**src/hw/rtl/tsd_pkg.sv**
```systemverilog
`timescale 1ns / 1ps
// transient slice detector: shared types, codes and constants
// used by every module of the block but tsd_ram, depends on nothing
package tsd_pkg;

	localparam int SAMPLE_W  = 16;
	localparam int CFG_W     = 18;
	localparam int FRAME_W   = 17;
	localparam int INDEX_W   = 13;
	localparam int ENV_W     = 24;
	localparam int DIV_W     = 26;
	localparam int CFG_IDX_W = 3;

	localparam logic [1:0] FUNC_LOAD   = 2'd0;
	localparam logic [1:0] FUNC_DETECT = 2'd1;
	localparam logic [1:0] FUNC_CLEAR  = 2'd2;
	localparam logic [1:0] FUNC_UNUSED = 2'd3;

	localparam logic [1:0] STAT_OK       = 2'd0;
	localparam logic [1:0] STAT_INVALID  = 2'd1;
	localparam logic [1:0] STAT_CAPACITY = 2'd2;

	localparam logic [CFG_IDX_W-1:0] CFG_CHANNELS = 3'd0;
	localparam logic [CFG_IDX_W-1:0] CFG_SPACING  = 3'd1;
	localparam logic [CFG_IDX_W-1:0] CFG_PER_MILLE = 3'd2;
	localparam logic [CFG_IDX_W-1:0] CFG_SHIFT    = 3'd3;
	localparam logic [CFG_IDX_W-1:0] CFG_RADIUS   = 3'd4;
	localparam logic [CFG_IDX_W-1:0] CFG_CAPACITY = 3'd5;

	localparam logic [3:0]  RST_CHANNELS  = 4'd1;
	localparam logic [17:0] RST_SPACING   = 18'd256;
	localparam logic [9:0]  RST_PER_MILLE = 10'd250;
	localparam logic [3:0]  RST_SHIFT     = 4'd4;
	localparam logic [12:0] RST_RADIUS    = 13'd64;
	localparam logic [12:0] RST_CAPACITY  = 13'd4096;

	localparam logic [9:0]  PER_MILLE_MAX = 10'd1000;
	localparam logic [3:0]  SHIFT_MAX     = 4'd12;
	localparam logic [12:0] RADIUS_MAX    = 13'd4096;
	localparam logic [10:0] DIVISOR       = 11'd1000;
	localparam logic [9:0]  ROUND_UP      = 10'd999;

	// divide by 1000 as a shift by 3 and a reciprocal multiply for 125
	localparam logic [22:0] RECIP_125   = 23'd4294968;
	localparam int          RECIP_SHIFT = 29;

	typedef struct packed {
		logic [1:0]                 func;
		logic signed [SAMPLE_W-1:0] sample;
	} tsd_req_t;

	typedef struct packed {
		logic               marker_valid;
		logic [FRAME_W-1:0] marker_frame;
		logic [INDEX_W-1:0] marker_index;
		logic               last;
		logic [1:0]         status;
	} tsd_res_t;

	typedef enum logic [3:0] {
		ST_IDLE, ST_CHECK, ST_MUL, ST_DIV, ST_FIRST, ST_AMP_RD, ST_AMP_ACC,
		ST_DECIDE, ST_CAND, ST_XA, ST_XB, ST_XCMP, ST_TAKE, ST_ENV, ST_DONE
	} tsd_state_t;

	typedef struct packed {
		logic load;
		logic clear;
		logic init;
		logic mul;
		logic div;
		logic first;
		logic amp_acc;
		logic decide;
		logic cand_pick;
		logic cand_next;
		logic chan_inc;
		logic xa_latch;
		logic snap_hit;
		logic snap_miss;
		logic take;
		logic env;
		logic rd_prev;
		logic rd_cur;
	} tsd_cmd_t;

	typedef struct packed {
		logic halted;
		logic invalid;
		logic is_first;
		logic cap_ok;
		logic chan_last;
		logic fire;
		logic spaced;
		logic eligible;
		logic cand_zero;
		logic cross_fail;
		logic radius_end;
	} tsd_stat_t;

endpackage

```
**src/hw/rtl/tsd_ctrl.sv**
```systemverilog
`timescale 1ns / 1ps
// transient slice detector controller: request decode and detect sequencer
// depends on tsd_pkg
module tsd_ctrl (
	input  logic               clk,
	input  logic               arst_n,
	input  logic               start,
	input  logic [1:0]         func,
	input  tsd_pkg::tsd_stat_t stat,
	output tsd_pkg::tsd_cmd_t  cmd,
	output logic               busy,
	output logic               done
);
	import tsd_pkg::*;

	tsd_state_t state_q;
	tsd_state_t state_d;

	always_ff @(posedge clk or negedge arst_n) begin
		if (!arst_n) begin
			state_q <= ST_IDLE;
		end else begin
			state_q <= state_d;
		end
	end

	always_comb begin
		state_d = state_q;
		case (state_q)
			ST_IDLE: begin
				if (start && func == FUNC_DETECT) state_d = ST_CHECK;
			end
			ST_CHECK:   state_d = (stat.halted || stat.invalid) ? ST_DONE : ST_MUL;
			ST_MUL:     state_d = ST_DIV;
			ST_DIV:     state_d = ST_FIRST;
			ST_FIRST:   state_d = (stat.is_first && !stat.cap_ok) ? ST_DONE : ST_AMP_RD;
			ST_AMP_RD:  state_d = ST_AMP_ACC;
			ST_AMP_ACC: state_d = stat.chan_last ? ST_DECIDE : ST_AMP_RD;
			ST_DECIDE:  state_d = (stat.fire && stat.spaced) ? ST_CAND : ST_ENV;
			ST_CAND: begin
				if (stat.eligible) state_d = stat.cand_zero ? ST_XB : ST_XA;
				else if (stat.radius_end) state_d = ST_TAKE;
			end
			ST_XA:      state_d = ST_XB;
			ST_XB:      state_d = ST_XCMP;
			ST_XCMP: begin
				if (stat.cross_fail) state_d = stat.radius_end ? ST_TAKE : ST_CAND;
				else if (stat.chan_last) state_d = ST_TAKE;
				else state_d = stat.cand_zero ? ST_XB : ST_XA;
			end
			ST_TAKE:    state_d = ST_ENV;
			ST_ENV:     state_d = ST_DONE;
			ST_DONE:    state_d = ST_IDLE;
			default:    state_d = ST_IDLE;
		endcase
	end

	always_comb begin
		cmd  = '0;
		busy = state_q != ST_IDLE;
		done = 1'b0;
		case (state_q)
			ST_IDLE: begin
				cmd.load  = start && func == FUNC_LOAD;
				cmd.clear = start && func == FUNC_CLEAR;
			end
			ST_CHECK:   cmd.init = 1'b1;
			ST_MUL:     cmd.mul = 1'b1;
			ST_DIV:     cmd.div = 1'b1;
			ST_FIRST:   cmd.first = 1'b1;
			ST_AMP_ACC: cmd.amp_acc = 1'b1;
			ST_DECIDE:  cmd.decide = 1'b1;
			ST_CAND: begin
				if (stat.eligible) cmd.cand_pick = 1'b1;
				else if (stat.radius_end) cmd.snap_miss = 1'b1;
				else cmd.cand_next = 1'b1;
			end
			ST_XA:      cmd.rd_prev = 1'b1;
			ST_XB: begin
				cmd.xa_latch = 1'b1;
				cmd.rd_cur   = 1'b1;
			end
			ST_XCMP: begin
				if (stat.cross_fail) begin
					if (stat.radius_end) cmd.snap_miss = 1'b1;
					else cmd.cand_next = 1'b1;
				end else if (stat.chan_last) begin
					cmd.snap_hit = 1'b1;
				end else begin
					cmd.chan_inc = 1'b1;
					cmd.rd_prev  = !stat.cand_zero;
					cmd.rd_cur   = 1'b0;
				end
			end
			ST_TAKE:    cmd.take = 1'b1;
			ST_ENV:     cmd.env = 1'b1;
			ST_DONE:    done = 1'b1;
			default: ;
		endcase
	end
endmodule
```
**config.mk**
```make
export PLATFORM = sky130hd
export DESIGN_NAME = tsd_ctrl
export DESIGN_NICKNAME = d
export VERILOG_FILES = /design/src/hw/rtl/tsd_pkg.sv /design/src/hw/rtl/tsd_ctrl.sv
export SDC_FILE = /design/constraint.sdc
export NUM_CORES = 1
export LEC_CHECK = 0
export BUFFER_PORTS_ARGS = -buffer_cell sky130_fd_sc_hd__buf_4
export CAP_MARGIN = 20
export CORE_AREA = 3 3 40 42
export CTS_CLUSTER_DIAMETER = 60
export DETAILED_ROUTE_END_ITERATION = 12
export DIE_AREA = 0 0 43 45
export PLACE_DENSITY = 0.79
export SETUP_SLACK_MARGIN = 0.5
export SYNTH_ARGS = -nofsm -noshare
export SYNTH_HDL_FRONTEND = slang
export SYNTH_SLANG_ARGS = --single-unit
```
**constraint.sdc**
```tcl
create_clock -name clk -period 2.85 [get_ports clk]
set_input_delay 0.1425 -clock clk [delete_from_list [all_inputs] [get_ports clk]]
set_output_delay 0.1425 -clock clk [all_outputs]
set_load 0.01 [all_outputs]
```
==> out/qor.csv <==
stage,metric,value,unit
global_routing,initial antenna violation count,0,
synthesis,syn_area_per_cell,7.39,um2
synthesis,synth warn,0,
die,DIE HEIGHT,45,um
detailed_routing,DRC Markers,0,
layout,sequential standard cell area,100,um2
timing,Final setup viols,0,
detailed_routing,Iteration-0 DRC Markers,13,
synthesis,number of synthesized flops with an enable pin,0,
cts,CTS Root Cell,clkbuf_4,
synthesis,Synth top area share,18.1,%
detailed_routing,via count,660,
worst_hold_path,Worst Hold Class,in -> reg,
cts,postcts setup bufs,0,
timing,Max Fclk,517,MHz
detailed_routing,"antenna viol nets, final",0,
cts,"Clk Latency, worst-skew pair",0.23,ns
global_routing,global-route wire length before repair,2.36,mm
die,Rows,13,
job,Max-Cap Viols,0,
synthesis,Gate Count Post-Synth,75,
layout,Final #Nets,125,
placement,I/O Buffers,35,
cts,CTS tree,done,
power,Total Power,0.000622,W
die,DIE WIDTH,43,um
timing,Least-Margin Pin Slew,0.377,ns
critical_path,crit path max fanout,15,
die,core area,1280,um2
timing,fin. max-slew vios,0,
layout,P&R area growth vs syn,46.7,%
synthesis,largest area contributor in the netlist,dfrtp_1,
timing,final hold viol count,0,
cts,cts repair resizes,0,
timing,unrepaired setup endpoints after global routing,no,
synthesis,Commonest cells post-synth,"13 x nor2_1, 7 x nor3_1, 4 x dfrtp_1, 4 x inv_1, 4 x nand2b_1",
die,Initial Util,43.1,%
layout,Filler Cells Inserted,125,
synthesis,Synth Flop Type,dfrtp_1,
critical_path,Worst EP arrival,1.79,ns
layout,number of diodes,0,
synthesis,most frequent cell after synthesis,nor2_1,
cts,CTS Hold Bufs,1,
placement,GPL Wtd Cong,0.826,
synthesis,synth top area cells,"dfrtp_1 18%, nor2_1 8.8%, nor3_1 6.3%",
detailed_routing,Initial DRT Pass Iterations,6,
critical_path,CP endpoint kind,output pin,
detailed_routing,Final Routed Wirelength,1.51,mm
synthesis,Post-Syn Area,554,um2
global_routing,GRT overflow,0,
timing,Period minus WS final,1.93,ns
die,Ports,36,
placement,DP Wirelength,1.21,mm
timing,Slew headroom,74.2,%
synthesis,sequential share of the synthesized area,18.1,%
synthesis,Seq cells post-synth,4,
cts,Clock Path Buffers,2,
detailed_routing,average wire per standard cell,12.4,um
cts,htree depth,1,
power,power density over the cells,765,nW/um2
die,die area,1940,um2
critical_path,startpoint class of the critical path,flip-flop,
timing,Final Skew,0.00725,ns
layout,Top reg by flops,state_q,
global_routing,largest net degree at the start of global routing,16,
layout,Largest regs,state_q x4,
layout,Largest register FFs,4,
global_routing,total track usage,15.7,%
global_routing,vias in the first global route,567,
timing,Final period util,67.8,%
cts,clock buffer count from CTS,3,
power,Leak Pwr,0.369,nW
synthesis,syn nets,91,
status,status,finished clean,
power,maximum vdd drop,0.000534,V
layout,Multi-input gate area,384,um2
synthesis,"FFs w/ async S/R, synth",100,%
critical_path,WP data required,2.71,ns
layout,layout cells sized above 1,40.2,%
critical_path,Crit Path Class,reg -> out,
detailed_routing,Vias per Instance,5.41,
cts,clock slew at reported path FFs,0.03,ns
synthesis,synth unique cells,37,
cts,clk sink count,4,
timing,setup TNS,0,ns
[routing by layer]
layer  wire length [um]  vias up  track usage [%]
met3                133        0             7.17
met1                654      297             19.9
met5                  0        -                0
li1                   -      339                -
met2                719       24             24.9
met4                  0        0             3.01
[worst max-delay path: stages (launching register included)]
cell	delay, ns
dfrtp_1	0.51
or2_1	0.39
nor3_2	0.20
inv_1	0.10
nor4b_2	0.21
buf_4	0.16
[power by group]
group / leakage (nW) / total (W) / switching [W] / internal [W]
clock: 0.0138 / 0.0000691 / 0.0000221 / 0.0000470
sequential: 0.0472 / 0.000157 / 0.0000747 / 0.0000823
combinational: 0.308 / 0.000396 / 0.000205 / 0.000191
total: 0.369 / 0.000622 / 0.000301 / 0.000321
[layout by cell type, fill, tap and decap left out, types with 2 or more instances in the layout]
cell      synthesis  final
nor2_1           13     13
buf_4             3     35
dfrtp_1           4      4
o311ai_0          2      2
nor4_1            2      2
nand2b_1          4      4
inv_1             4      4
nand2_1           3      3
nor3b_1           2      2
nand3_1           2      2
nor3_1            7      7
clkbuf_4          0      3
nor2b_1           2      2
[final timing paths]
check                                start          to  slack [ns]  cells past startpoint
worst max-delay path            state_q[1]     cmd[17]        0.92                      5
worst min register to register  state_q[0]  state_q[3]        0.74                      2
max in group asynchronous           arst_n  state_q[1]        2.52                      2
min in group asynchronous           arst_n  state_q[3]        0.23                      2
worst max register to register  state_q[2]  state_q[2]        1.24                      4
worst min-delay path               stat[2]  state_q[1]        0.16                      2
[stage by stage]
| step | hold WS (ns) | instance area (um2) | utilization (%) | instances | setup slack (ns) |
|---|---|---|---|---|---|
| 4_1_cts | 0.150 | 813 | 63.3 | 122 | 0.913 |
| 3_5_place_dp | -0.0605 | 781 | 60.8 | 118 | 1.17 |
| 6_report | 0.156 | 813 | 63.3 | 122 | 0.917 |
| 2_1_floorplan | -0.153 | 554 | - | 75 | 1.32 |
| 3_3_place_gp | -0.0623 | 781 | 60.8 | 118 | 1.23 |
| 5_1_grt | 0.151 | 813 | 63.3 | 122 | 0.777 |
[logic make-up (layout without fill, tap and decap cells)]
| logic type | count (synthesis) | in the layout | share of synthesized area, % |
|---|---|---|---|
| compound gates | 16 | 16 | 23.9 |
| flops | 4 | 4 | 18.1 |
| simple gates | 44 | 44 | 45.4 |
| buf+inv | 11 | 43 | 12.6 |
[cell type report]
cell class,instances,area share (%)
Sequential cell,4,12.3
Tap cell,15,2.31
Clock buffer,3,2.77
Inverter,4,1.85
Multi-Input combinational cell,60,47.2
Timing Repair Buffer,36,33.5
Power figures use the tool's default switching activity.
